### src/hw/rtl/ssf_pkg.sv
`timescale 1ns / 1ps
package ssf_pkg;

   localparam logic [1:0] MODE_LOWPASS = 2'd0;
   localparam logic [1:0] MODE_AVERAGE = 2'd1;
   localparam logic [1:0] MODE_MEDIAN  = 2'd2;
   localparam logic [1:0] MODE_PASS    = 2'd3;

   localparam logic [1:0] CSR_MODE   = 2'd0;
   localparam logic [1:0] CSR_LENGTH = 2'd1;
   localparam logic [1:0] CSR_WEIGHT = 2'd2;

   localparam logic REQ_SAMPLE = 1'b0;
   localparam logic REQ_CLEAR  = 1'b1;

   localparam int CSR_DATA_WIDTH = 17;
   localparam int WEIGHT_SHIFT   = 16;
   localparam logic [16:0] WEIGHT_ONE = 17'h10000;

   localparam logic [1:0]  RESET_MODE   = MODE_PASS;
   localparam logic [4:0]  RESET_LENGTH = 5'd5;
   localparam logic [16:0] RESET_WEIGHT = 17'h08000;

   typedef struct packed {
      logic wr_en;
      logic clear_all;
   } mem_ctl_type;

endpackage

### src/hw/rtl/selectable_sensor_filter.sv
`timescale 1ns / 1ps
// Filters signed sensor samples, one result per request, in one of four modes chosen by
// register 0: exponential low-pass, moving average, median or pass-through; a clear request
// zeroes the window, write position and low-pass state and returns 0. All window access goes
// through one history memory with one write port and a registered read port, and a small
// sequencer reuses one compare/accumulate path. Moving average makes one memory read per
// entry, then runs a bit-serial divider; median ranks every entry against every other one
// through the memory read port. The block takes a new request once the previous result sits
// in the output register.
module selectable_sensor_filter import ssf_pkg::*; #(
   parameter int WINDOW_MAX   = 16,
   parameter int SAMPLE_WIDTH = 16
) (
   input  logic                           clock,
   input  logic                           reset,
   input  logic                           req_valid,
   output logic                           req_ready,
   input  logic                           req_type,
   input  logic signed [SAMPLE_WIDTH-1:0] req_sample,
   output logic                           rsp_valid,
   input  logic                           rsp_ready,
   output logic signed [SAMPLE_WIDTH-1:0] rsp_filtered,
   input  logic                           csr_valid,
   output logic                           csr_ready,
   input  logic [1:0]                     csr_index,
   input  logic [CSR_DATA_WIDTH-1:0]      csr_wdata
);

   localparam int SW    = SAMPLE_WIDTH;
   localparam int AW    = $clog2(WINDOW_MAX);
   localparam int LENW  = $clog2(WINDOW_MAX + 1);
   localparam int LW    = (LENW > 5) ? LENW : 5;
   localparam int SUMW  = SW + AW + 1;
   localparam int PRODW = 18 + SW + 1;

   typedef enum logic [3:0] {
      ST_IDLE, ST_WRITE, ST_SUM, ST_DIV, ST_MSCAN, ST_MFIN, ST_LPMUL, ST_LPADD, ST_OUT
   } state_type;

   typedef struct packed {
      logic            valid;
      logic            cand;
      logic            last;
      logic            fin;
      logic [LENW-1:0] idx;
   } pend_type;

   state_type             state_ff, state_in;
   logic [1:0]            mode_ff;
   logic [4:0]            wlen_ff;
   logic [16:0]           weight_ff;
   logic signed [SW-1:0]  x_ff, x_in;
   logic [AW-1:0]         pos_ff, pos_in;
   logic signed [SW-1:0]  smoothed_ff, smoothed_in;
   logic [LENW-1:0]       cnt_ff, cnt_in;
   logic [LENW-1:0]       i_ff, i_in;
   logic                  iss_done_ff, iss_done_in;
   pend_type              pend_ff, pend_in;
   logic signed [SUMW-1:0] acc_ff, acc_in;
   logic                  neg_ff, neg_in;
   logic signed [SW-1:0]  cand_ff, cand_in;
   logic [LENW-1:0]       cidx_ff, cidx_in;
   logic [LENW-1:0]       rank_ff, rank_in;
   logic signed [SW-1:0]  lo_ff, lo_in;
   logic signed [SW-1:0]  hi_ff, hi_in;
   logic signed [PRODW-1:0] prod_ff, prod_in;
   logic signed [SW-1:0]  res_ff, res_in;
   logic                  rsp_valid_ff, rsp_valid_in;
   logic signed [SW-1:0]  rsp_data_ff, rsp_data_in;

   logic [LW-1:0]         wl_ext;
   logic [LW-1:0]         len_w;
   logic [LENW-1:0]       len;
   logic [LENW-1:0]       lo_k;
   logic [LENW-1:0]       hi_k;
   logic [LENW-1:0]       wr_p;
   logic [LENW-1:0]       wr_p1;
   logic                  accept;
   logic                  iss_en;
   logic [LENW-1:0]       iss_addr;
   logic                  iss_last;
   logic                  lt;
   logic [LENW-1:0]       rank_new;
   logic signed [SUMW-1:0] sum_new;
   logic [SUMW-1:0]       sum_mag;
   logic [16:0]           a_sat;
   logic signed [17:0]    a_s;
   logic signed [SW:0]    diff;
   logic signed [PRODW-1:0] step;
   logic signed [SW:0]    mid_sum;
   logic                  div_start;
   logic                  div_done;
   logic [SUMW-1:0]       div_quo;
   logic [SUMW-1:0]       quo_signed;
   mem_ctl_type           mem_ctl;
   logic signed [SW-1:0]  mem_rdata;

   ssf_hist_mem #(
      .WINDOW_MAX  (WINDOW_MAX),
      .SAMPLE_WIDTH(SAMPLE_WIDTH)
   ) u_hist_mem (
      .clock  (clock),
      .reset  (reset),
      .ctl    (mem_ctl),
      .wr_addr(wr_p[AW-1:0]),
      .wr_data(x_ff),
      .rd_addr(iss_addr[AW-1:0]),
      .rd_data(mem_rdata)
   );

   ssf_divider #(
      .NW(SUMW),
      .DW(LENW)
   ) u_divider (
      .clock   (clock),
      .reset   (reset),
      .start   (div_start),
      .dividend(sum_mag),
      .divisor (len),
      .done    (div_done),
      .quotient(div_quo)
   );

   assign req_ready = (state_ff == ST_IDLE);
   assign csr_ready = 1'b1;
   assign accept    = req_valid && req_ready;

   // Clamp the window length to 1..WINDOW_MAX.
   always_comb begin
      wl_ext = LW'(wlen_ff);
      if (wl_ext == '0) begin
         len_w = LW'(1);
      end else if (wl_ext > LW'(WINDOW_MAX)) begin
         len_w = LW'(WINDOW_MAX);
      end else begin
         len_w = wl_ext;
      end
      len  = len_w[LENW-1:0];
      lo_k = (len - 1'b1) >> 1;
      hi_k = len >> 1;
   end

   // Write slot; a stale position from a longer window restarts at entry 0.
   always_comb begin
      wr_p  = (LENW'(pos_ff) >= len) ? '0 : LENW'(pos_ff);
      wr_p1 = wr_p + 1'b1;
   end

   always_comb begin
      mem_ctl.wr_en     = (state_ff == ST_WRITE);
      mem_ctl.clear_all = accept && (req_type == REQ_CLEAR);
   end

   // Read issue: sum walks the window once, median reads each candidate then the whole window.
   always_comb begin
      iss_en   = ((state_ff == ST_SUM) || (state_ff == ST_MSCAN)) && !iss_done_ff;
      iss_addr = cnt_ff;
      iss_last = (cnt_ff == len - 1'b1);
      if (state_ff == ST_MSCAN) begin
         iss_addr = (cnt_ff == '0) ? i_ff : cnt_ff - 1'b1;
         iss_last = (cnt_ff == len);
      end
   end

   always_comb begin
      lt       = (mem_rdata < cand_ff) || ((mem_rdata == cand_ff) && (pend_ff.idx < cidx_ff));
      rank_new = rank_ff + LENW'(lt);
      sum_new  = acc_ff + SUMW'(mem_rdata);
      sum_mag  = sum_new[SUMW-1] ? SUMW'(-sum_new) : SUMW'(sum_new);
      a_sat    = (weight_ff > WEIGHT_ONE) ? WEIGHT_ONE : weight_ff;
      a_s      = $signed({1'b0, a_sat});
      diff     = (SW+1)'(x_ff) - (SW+1)'(smoothed_ff);
      step     = prod_ff >>> WEIGHT_SHIFT;
      mid_sum  = (SW+1)'(lo_ff) + (SW+1)'(hi_ff);
      quo_signed = neg_ff ? SUMW'(-div_quo) : div_quo;
      div_start  = (state_ff == ST_SUM) && pend_ff.valid && pend_ff.last;
   end

   always_comb begin
      state_in    = state_ff;
      x_in        = x_ff;
      pos_in      = pos_ff;
      smoothed_in = smoothed_ff;
      cnt_in      = cnt_ff;
      i_in        = i_ff;
      iss_done_in = iss_done_ff;
      acc_in      = acc_ff;
      neg_in      = neg_ff;
      cand_in     = cand_ff;
      cidx_in     = cidx_ff;
      rank_in     = rank_ff;
      lo_in       = lo_ff;
      hi_in       = hi_ff;
      prod_in     = prod_ff;
      res_in      = res_ff;
      pend_in     = '{valid: iss_en, cand: (state_ff == ST_MSCAN) && (cnt_ff == '0),
                      last: iss_last, fin: iss_last && (i_ff == len - 1'b1), idx: iss_addr};

      // Advance the read counters.
      if (iss_en) begin
         if (iss_last) begin
            cnt_in = '0;
            i_in   = i_ff + 1'b1;
            if (state_ff == ST_SUM || i_ff == len - 1'b1) begin
               iss_done_in = 1'b1;
            end
         end else begin
            cnt_in = cnt_ff + 1'b1;
         end
      end

      unique case (state_ff)
         ST_IDLE: begin
            if (accept) begin
               x_in = req_sample;
               if (req_type == REQ_CLEAR) begin
                  pos_in      = '0;
                  smoothed_in = '0;
                  res_in      = '0;
                  state_in    = ST_OUT;
               end else begin
                  unique case (mode_ff) inside
                     MODE_LOWPASS: state_in = ST_LPMUL;
                     MODE_AVERAGE, MODE_MEDIAN: state_in = ST_WRITE;
                     default: begin
                        res_in   = req_sample;
                        state_in = ST_OUT;
                     end
                  endcase
               end
            end
         end
         ST_WRITE: begin
            pos_in      = (wr_p1 >= len) ? '0 : wr_p1[AW-1:0];
            cnt_in      = '0;
            i_in        = '0;
            iss_done_in = 1'b0;
            acc_in      = '0;
            state_in    = (mode_ff == MODE_AVERAGE) ? ST_SUM : ST_MSCAN;
         end
         ST_SUM: begin
            if (pend_ff.valid) begin
               acc_in = sum_new;
               if (pend_ff.last) begin
                  neg_in   = sum_new[SUMW-1];
                  state_in = ST_DIV;
               end
            end
         end
         ST_DIV: begin
            if (div_done) begin
               res_in   = quo_signed[SW-1:0];
               state_in = ST_OUT;
            end
         end
         ST_MSCAN: begin
            if (pend_ff.valid) begin
               if (pend_ff.cand) begin
                  cand_in = mem_rdata;
                  cidx_in = pend_ff.idx;
                  rank_in = '0;
               end else begin
                  rank_in = rank_new;
                  if (pend_ff.last) begin
                     if (rank_new == lo_k) begin
                        lo_in = cand_ff;
                     end
                     if (rank_new == hi_k) begin
                        hi_in = cand_ff;
                     end
                     if (pend_ff.fin) begin
                        state_in = ST_MFIN;
                     end
                  end
               end
            end
         end
         ST_MFIN: begin
            res_in   = mid_sum[SW:1];
            state_in = ST_OUT;
         end
         ST_LPMUL: begin
            prod_in  = a_s * diff;
            state_in = ST_LPADD;
         end
         ST_LPADD: begin
            smoothed_in = smoothed_ff + step[SW-1:0];
            res_in      = smoothed_ff + step[SW-1:0];
            state_in    = ST_OUT;
         end
         ST_OUT: begin
            if (!rsp_valid_ff || rsp_ready) begin
               state_in = ST_IDLE;
            end
         end
         default: state_in = ST_IDLE;
      endcase
   end

   // Output register: hold until taken, load from the sequencer when the slot frees up.
   always_comb begin
      rsp_valid_in = rsp_valid_ff && !rsp_ready;
      rsp_data_in  = rsp_data_ff;
      if (state_ff == ST_OUT && (!rsp_valid_ff || rsp_ready)) begin
         rsp_valid_in = 1'b1;
         rsp_data_in  = res_ff;
      end
   end

   always_ff @(posedge clock) begin
      if (reset) begin
         state_ff     <= ST_IDLE;
         mode_ff      <= RESET_MODE;
         wlen_ff      <= RESET_LENGTH;
         weight_ff    <= RESET_WEIGHT;
         pos_ff       <= '0;
         smoothed_ff  <= '0;
         cnt_ff       <= '0;
         i_ff         <= '0;
         iss_done_ff  <= 1'b1;
         pend_ff      <= '0;
         rsp_valid_ff <= 1'b0;
      end else begin
         state_ff     <= state_in;
         pos_ff       <= pos_in;
         smoothed_ff  <= smoothed_in;
         cnt_ff       <= cnt_in;
         i_ff         <= i_in;
         iss_done_ff  <= iss_done_in;
         pend_ff      <= pend_in;
         rsp_valid_ff <= rsp_valid_in;
         if (csr_valid && csr_ready) begin
            unique case (csr_index)
               CSR_MODE:   mode_ff   <= csr_wdata[1:0];
               CSR_LENGTH: wlen_ff   <= csr_wdata[4:0];
               CSR_WEIGHT: weight_ff <= csr_wdata;
               default: ;
            endcase
         end
      end
      x_ff        <= x_in;
      acc_ff      <= acc_in;
      neg_ff      <= neg_in;
      cand_ff     <= cand_in;
      cidx_ff     <= cidx_in;
      rank_ff     <= rank_in;
      lo_ff       <= lo_in;
      hi_ff       <= hi_in;
      prod_ff     <= prod_in;
      res_ff      <= res_in;
      rsp_data_ff <= rsp_data_in;
   end

   assign rsp_valid    = rsp_valid_ff;
   assign rsp_filtered = rsp_data_ff;

endmodule

### src/hw/rtl/ssf_hist_mem.sv
`timescale 1ns / 1ps
module ssf_hist_mem import ssf_pkg::*; #(
   parameter int WINDOW_MAX   = 16,
   parameter int SAMPLE_WIDTH = 16,
   localparam int AW = $clog2(WINDOW_MAX)
) (
   input  logic                           clock,
   input  logic                           reset,
   input  mem_ctl_type                    ctl,
   input  logic [AW-1:0]                  wr_addr,
   input  logic signed [SAMPLE_WIDTH-1:0] wr_data,
   input  logic [AW-1:0]                  rd_addr,
   output logic signed [SAMPLE_WIDTH-1:0] rd_data
);

   logic signed [SAMPLE_WIDTH-1:0] mem [WINDOW_MAX];
   logic [WINDOW_MAX-1:0]          valid_ff;
   logic signed [SAMPLE_WIDTH-1:0] rd_data_ff;

   always_ff @(posedge clock) begin
      if (ctl.wr_en) begin
         mem[wr_addr] <= wr_data;
      end
   end

   always_ff @(posedge clock) begin
      if (reset || ctl.clear_all) begin
         valid_ff <= '0;
      end else if (ctl.wr_en) begin
         valid_ff[wr_addr] <= 1'b1;
      end
   end

   // Entries never written since the last clear read as zero.
   always_ff @(posedge clock) begin
      rd_data_ff <= valid_ff[rd_addr] ? mem[rd_addr] : '0;
   end

   assign rd_data = rd_data_ff;

endmodule

### src/hw/rtl/ssf_divider.sv
`timescale 1ns / 1ps
module ssf_divider #(
   parameter int NW = 21,
   parameter int DW = 5
) (
   input  logic          clock,
   input  logic          reset,
   input  logic          start,
   input  logic [NW-1:0] dividend,
   input  logic [DW-1:0] divisor,
   output logic          done,
   output logic [NW-1:0] quotient
);

   localparam int CW = $clog2(NW + 1);

   logic          active_ff, active_in;
   logic          done_ff, done_in;
   logic [CW-1:0] cnt_ff, cnt_in;
   logic [DW-1:0] div_ff, div_in;
   logic [DW-1:0] rem_ff, rem_in;
   logic [NW-1:0] quo_ff, quo_in;
   logic [DW:0]   trial;
   logic          fits;

   // Restoring division, one quotient bit per cycle.
   always_comb begin
      active_in = active_ff;
      done_in   = 1'b0;
      cnt_in    = cnt_ff;
      div_in    = div_ff;
      rem_in    = rem_ff;
      quo_in    = quo_ff;
      trial     = {rem_ff, quo_ff[NW-1]};
      fits      = trial >= {1'b0, div_ff};
      if (start) begin
         active_in = 1'b1;
         cnt_in    = CW'(NW);
         div_in    = divisor;
         rem_in    = '0;
         quo_in    = dividend;
      end else if (active_ff) begin
         rem_in = fits ? DW'(trial - {1'b0, div_ff}) : trial[DW-1:0];
         quo_in = {quo_ff[NW-2:0], fits};
         cnt_in = cnt_ff - 1'b1;
         if (cnt_ff == CW'(1)) begin
            active_in = 1'b0;
            done_in   = 1'b1;
         end
      end
   end

   always_ff @(posedge clock) begin
      if (reset) begin
         active_ff <= 1'b0;
         done_ff   <= 1'b0;
         cnt_ff    <= '0;
      end else begin
         active_ff <= active_in;
         done_ff   <= done_in;
         cnt_ff    <= cnt_in;
      end
      div_ff <= div_in;
      rem_ff <= rem_in;
      quo_ff <= quo_in;
   end

   assign done     = done_ff;
   assign quotient = quo_ff;

endmodule

### config.mk
export PLATFORM = sky130hd
export DESIGN_NAME = selectable_sensor_filter
export DESIGN_NICKNAME = d
export VERILOG_FILES = /design/src/hw/rtl/ssf_pkg.sv /design/src/hw/rtl/selectable_sensor_filter.sv /design/src/hw/rtl/ssf_hist_mem.sv /design/src/hw/rtl/ssf_divider.sv
export SDC_FILE = /design/constraint.sdc
export NUM_CORES = 2
export LEC_CHECK = 0
export ABC_AREA = 1
export ABC_CLOCK_PERIOD_IN_PS = 9900
export BUFFER_PORTS_ARGS = -buffer_cell sky130_fd_sc_hd__buf_2
export CORE_ASPECT_RATIO = 0.9
export CORE_MARGIN = 2
export CORE_UTILIZATION = 33
export CTS_CLUSTER_DIAMETER = 40
export DETAILED_ROUTE_END_ITERATION = 10
export PLACE_DENSITY_LB_ADDON = 0.3
export RECOVER_POWER = 100
export REMOVE_ABC_BUFFERS = 1
export SLEW_MARGIN = 20
export SYNTH_ARGS = -nofsm -noshare
export SYNTH_HDL_FRONTEND = slang
export SYNTH_SLANG_ARGS = --single-unit
### constraint.sdc
create_clock -name clock -period 9.9 [get_ports clock]
set_clock_uncertainty 0.1 [all_clocks]
set_input_delay 0 -clock clock [delete_from_list [all_inputs] [get_ports clock]]
set_output_delay 0 -clock clock [all_outputs]
set_load 0.01 [all_outputs]
### Word-level counts from Yosys, hierarchy flattened

Memory sizes are Yosys's and may differ from the RTL's. A register that Yosys moved wholly into a read port is not among the register bits.
Cells that the tools add are included.

| word-level totals | value |
|---|---|
| register bits after elaboration | 283 |
| memory bits (writable) | 256 |
| input bits | 41 |
| output and inout port bits | 19 |
| word-level logic and storage cells | 205 |
| memories kept | 1 |

| operators by class | value |
|---|---|
| add/sub/neg operators | 14 |
| multiply operators | 1 |
| $lt $le $gt $ge | 10 |
| equal/unequal tests | 30 |
| multiplexer cells | 57 |
| bitwise operators | 3 |
| reductions and logical operators | 55 |

Memories:

| name | depth | bits a word | read ports | clocked after memory_dff | write ports | RTL line | RTL |
|---|---|---|---|---|---|---|---|
| u_hist_mem.mem | 16 | 16 | 1 | 1 | 1 | ssf_hist_mem.sv:16 | `logic signed [SAMPLE_WIDTH-1:0] mem [WINDOW_MAX];` |

Operators by type and width:

| kind | count |
|---|---|
| $mux W16 | 7 |
| $mux W21 | 4 |
| $pmux W16 S4 | 1 |
| $mux W4 | 14 |
| $pmux W21 S2 | 1 |
| $mux W5 | 8 |
| $mul A18 B17 Y32 | 1 |
| $pmux W16 S2 | 1 |
| $pmux W4 S8 | 1 |
| $add A21 B16 Y21 | 1 |
| $neg A21 Y21 | 1 |
| $add A16 B16 Y17 | 1 |
| $gt A17 B17 Y1 const B | 1 |
| $mux W17 | 1 |
| $sub A16 B16 Y17 | 1 |
| $add A16 B16 Y16 | 1 |
| $eq A16 B16 Y1 | 1 |
| $eq A4 B3 Y1 const B | 4 |
| $lt A16 B16 Y1 | 1 |
| $neg A16 Y16 | 1 |
| $or A16 B16 Y16 | 1 |
| $pmux W4 S2 | 2 |
| $eq A5 B5 Y1 | 3 |
| $reduce_and A3 Y1 | 5 |
| other kinds (41) | 107 |

### Longest topological paths before layout

| logic depth | value |
|---|---|
| depth in word-level cells | 10 |
| mapped depth | 34 |
| gate-level depth less buffers | 33 |

### Hierarchy

From an unflattened synthesis, not the netlist that was laid out.

| unflattened totals | value |
|---|---|
| cell total of the unflattened synthesis | 4371 |
| area total of the unflattened synthesis | 37114.3 um^2 |

By module, submodules not included:

| module | times used | cells an instance | area an instance (um^2) | seq. area each (um^2) |
|---|---|---|---|---|
| selectable_sensor_filter | 1 | 2950 | 23120.9 | 5705.5 |
| ssf_hist_mem | 1 | 1213 | 12145.4 | 8328.0 |
| ssf_divider | 1 | 208 | 1848.0 | 1021.0 |

### Least setup slack after synthesis

OpenSTA, ideal clock, no wires.

| timing path | value |
|---|---|
| path kind | register to register |
| start | register x_ff[0] |
| end | register prod_ff[26] (data pin) |
| setup time | 265 ps |
| data arrival time | 6869 ps |
| path slack | 2666 ps |
| stages on the path, launching flop included | 29 |
| path buffers | 1 |
| clock period less this slack | 7234 ps |
| cell sequence | edfxtp_1 -> inv_1 -> ha_1 -> fa_1 -> nand3b_1 -> nand2_1 -> a31o_2 -> xor2_1 -> clkbuf_1 -> nand2_1 -> fa_1 -> inv_1 -> fa_1 -> inv_1 -> fa_1 -> inv_1 -> fa_1 -> fa_1 -> inv_1 -> fa_1 -> inv_1 -> ha_1 -> a21oi_1 -> o21ai_0 -> a21oi_1 -> nor2_1 -> a2111oi_0 -> o21ai_0 -> xor2_1 |

| between the ends | value |
|---|---|
| longest elaborated chain between the ends | 2 |

Ends and longest elaborated chain:

| element | RTL line | RTL |
|---|---|---|
| from (decl) | selectable_sensor_filter.sv:52 | `logic signed [SW-1:0] x_ff, x_in;` |
| from (signal assigned) | selectable_sensor_filter.sv:341 | `x_ff <= x_in;` |
| $sub A16 B16 Y17 | selectable_sensor_filter.sv:172 | `diff = (SW+1)'(x_ff) - (SW+1)'(smoothed_ff);` |
| $mul A18 B17 Y32 | selectable_sensor_filter.sv:283 | `prod_in = a_s * diff;` |
| to (signal assigned) | selectable_sensor_filter.sv:349 | `prod_ff <= prod_in;` |
| to (decl) | selectable_sensor_filter.sv:66 | `logic signed [PRODW-1:0] prod_ff, prod_in;` |

No other way between the ends.
A chain may end at the register's enable or synchronous reset.

### Final worst setup path

| timing path | value |
|---|---|
| start | register x_ff[2] |
| end | register prod_ff[26] (data pin) |

The elaborated chain is that of the path after synthesis.

==> impl_metrics.csv <==
group,metric,value,unit
outcome,outcome,"complete, but fails checks",
outcome,violations,"max-capacitance violations, max-slew violations",
grt,grtUsageTotal,0.188,
cts,cts_sinks,539,
yosys,synth_area,36000,um2
drt,viasPerCell,4.95,
cts,clockBufferDepth,3,
grt,grt_antenna_before_repair,4,
grt,overflow,0,
power,total_power,12300,uW
layout,syn_to_final_growth,14.5,%
drt,wl_met3,6560,um
timing,finalCritPeriodShare,0.879,
drt,antenna_left,0,
yosys,synth.distinct_cells,64,
grt,grt_pass1_vias,27358,
timing,finalCriticalPeriod,8700,ps
setup_path,reg2reg_depth,25,
cts,cts_setup_buffers,0,
setup_path,cp-end-kind,"flop",
die,rows,114,
setup_path,reg2reg_from,"x_ff[2]",
yosys,muxShareOfSynthArea,0,
cts,htree_levels,3,
die,die_x,352,um
die,pin_count,60,
cts,cts_made_buffers,86,
cts,cts.root.buffer_cell,"clkbuf_16",
placement,hpwl,75300,um
drt,top_layer,"met5",
hold_path,holdCritPathClass,"in2reg",
drt,routedWlPerCell,18.7,um
setup_path,crit_path_start_kind,"flop",
cts,postCtsResizedCells,0,
setup_path,crit_end,"prod_ff[26]",
timing,slew_headroom,-2.01,
yosys,synth-edff-count,426,
timing,hold_viol_final,0,
drt,wl_met1,49200,um
placement,gp_congestion,0.903,
setup_path,crit_start,"x_ff[2]",
yosys,synth-seq-cells,539,
grt,grt_max_degree,94,
flow_run,cap_violations,8,
setup_path,required,10150,ps
cts,insertion_delay,660,ps
yosys,ys.warnings.count,0,
grt,grt_pass1_wl,162000,um
yosys,yosys.area_share.simple,0.189,
drt,drc,0,
layout,drive_gt1_frac,0.0690,
setup_path,r2r-end,"prod_ff[26]",
power,ir_drop,313,uV
drt,drt_iter0_markers,2329,
drt,drt_wl_total,105000,um
drt,drt_first_pass_iters,7,
setup_path,worst-path-max-fanout,17,
layout,fin_cells,5609,
die,initial_core_util,0.334,
timing,slew_viol_final,382,
yosys,synth_ff_type,"edfxtp_1",
drt,met2_length,46300,um
timing,setup_viol,0,
power,power_density,300,nW/um2
yosys,async_reset_ff_frac,0,
timing,tns,0,ps
yosys,yosysSeqAreaShare,0.419,
yosys,synth_xor_area_frac,0.0160,
setup_path,cp.arrival,8950,ps
setup_path,crit_type,"reg2reg",
yosys,syn_inst,3960,
hold_path,min_path_cells,4,
setup_path,rrSetupSlack,1200,ps
layout,nets,4578,
cts,ctsHoldBuffers,50,
die,core-area,108000,um2
die,die_area,112000,um2
power,p_leak,0.0177,uW
drt,vias,27771,
cts,cts_tree,"done",
yosys,synth_fa_ha_area_frac,0.205,
timing,fmax,115,MHz
placement,portBuffers,58,
timing,rsz0062_at_grt,"false",
placement,place_inst,5396,
yosys,synth_compound_area_frac,0.0881,
cts,clk_pin_slew,50,ps
timing,worst_pin_slew,4510,ps
die,dieHeight,317,um
yosys,synth_top_family_by_area,"adder cells",
yosys,syn_area_per_cell,9.08,um2
registers in the layout (all words and copies together) (netlist names), 9 cells and up:
signal and count:
pend_ff 9, acc_ff 21, weight_ff 17, u_hist_mem.mem 256
res_ff 16, smoothed_ff 16, rsp_filtered 16, lo_ff 16
x_ff 16, u_hist_mem.rd_data 16, prod_ff 16, cand_ff 16
hi_ff 16, u_hist_mem.valid_ff 16, u_divider.quotient 21
where the power goes:
| group | switching [uW] | internal, uW |
|---|---|---|
| sequential | 183 | 2860 |
| combinational | 4180 | 2020 |
| clock | 1150 | 1950 |
| total | 5520 | 6830 |
cells by family (layout without fill, tap and decap cells):
| kind of cell | Yosys count | count (layout) |
|---|---|---|
| adders and majority gates | 452 | 452 |
| buffers and inverters | 751 | 949 |
| xor gates and xnor gates | 65 | 65 |
| and+or+nand+nor | 1606 | 1606 |
| AOI/OAI and AO/OA | 546 | 546 |
| other | 1 | 2 |
| DFF | 539 | 539 |
worst min-delay path by stage:
stage | slack [ps] | startpoint | to
after detailed placement | 120 | req_sample[10] | x_ff[10]
after floorplan | -30 | reset | pos_ff[0]
final | 80 | csr_wdata[11] | weight_ff[11]
after global routing | 110 | csr_wdata[9] | weight_ff[9]
after global placement | 120 | req_sample[11] | x_ff[11]
after CTS | 3 | req_sample[5] | x_ff[5]
area by class of cell:
class | instances | area [um2]
Clock buffer | 103 | 2260
Multi-Input combinational cell | 2670 | 17900
Fill cell | 10753 | 66500
Timing Repair Buffer | 151 | 1010
Antenna cell | 1 | 2.50
Inverter | 637 | 2390
Tap cell | 1450 | 1810
Clock inverter | 58 | 738
Sequential cell | 539 | 15100
synth_stat cells, drive strengths merged (77+ instances only):
cell	count	share of area
nand2	700	0.073
inv	631	0.066
nor2	480	0.051
edfxtp	426	0.36
nand3	243	0.034
fa	228	0.13
ha	224	0.078
a21oi	200	0.028
o21ai	192	0.027
dfxtp	113	0.063
o211ai	81	0.017
or2	77	0.013
worst max-delay path, stage by stage, from the launching register on:
cell and delay, ps:
edfxtp_1 630, ha_1 460, nand2_1 60, o21ai_0 260, a21boi_0 200, o21ai_0 490, a21oi_1 180, xnor2_1 580
inv_1 480, nor2_1 270, fa_1 420, inv_1 90, fa_1 400, fa_1 460, fa_1 500, inv_1 60
fa_1 510, inv_1 70, fa_1 480, inv_1 40, ha_1 390, a21oi_1 270, o21ai_0 200, a2111oi_0 400
o21ai_0 220, xor2_1 180
placed cells by master (no fill, tap or decap), types with 8 or more instances in the layout:
master / instances
clkinv_2: 10
nor3_1: 45
nand4_1: 33
fa_1: 228
clkinvlp_4: 9
xnor2_1: 16
dlygate4sd3_1: 51
inv_6: 9
nand3_1: 241
edfxtp_1: 426
o21bai_1: 11
xor2_1: 49
or2_2: 73
inv_1: 621
o21ai_1: 27
nand3b_1: 16
clkinv_1: 10
inv_8: 8
clkbuf_1: 65
buf_4: 26
a31oi_1: 9
nand2_1: 699
a211oi_1: 8
clkbuf_16: 88
o2111ai_1: 8
buf_2: 24
o21ai_0: 165
ha_1: 224
nor2_1: 477
o211ai_1: 81
bufinv_16: 11
a21oi_1: 197
dfxtp_1: 113
stage by stage:
step	hold slack (ps)	worst slack (ps)	area, um2	utilization
global placement	116	1680	37800	0.351
global route	110	650	41200	0.382
detailed placement	123	1590	37800	0.351
finish	75.5	1200	41200	0.382
CTS	3.20	1500	41300	0.384
floorplan	-30.9	2610	35400	-
routing by layer:
layer  global-route usage  vias to the layer above
met5                    0                        -
met4               0.0557                        2
met3               0.0275                      151
met2                0.298                      818
met1                0.268                    13555
li1                     -                    13245
(Power assumes the default switching activity.)
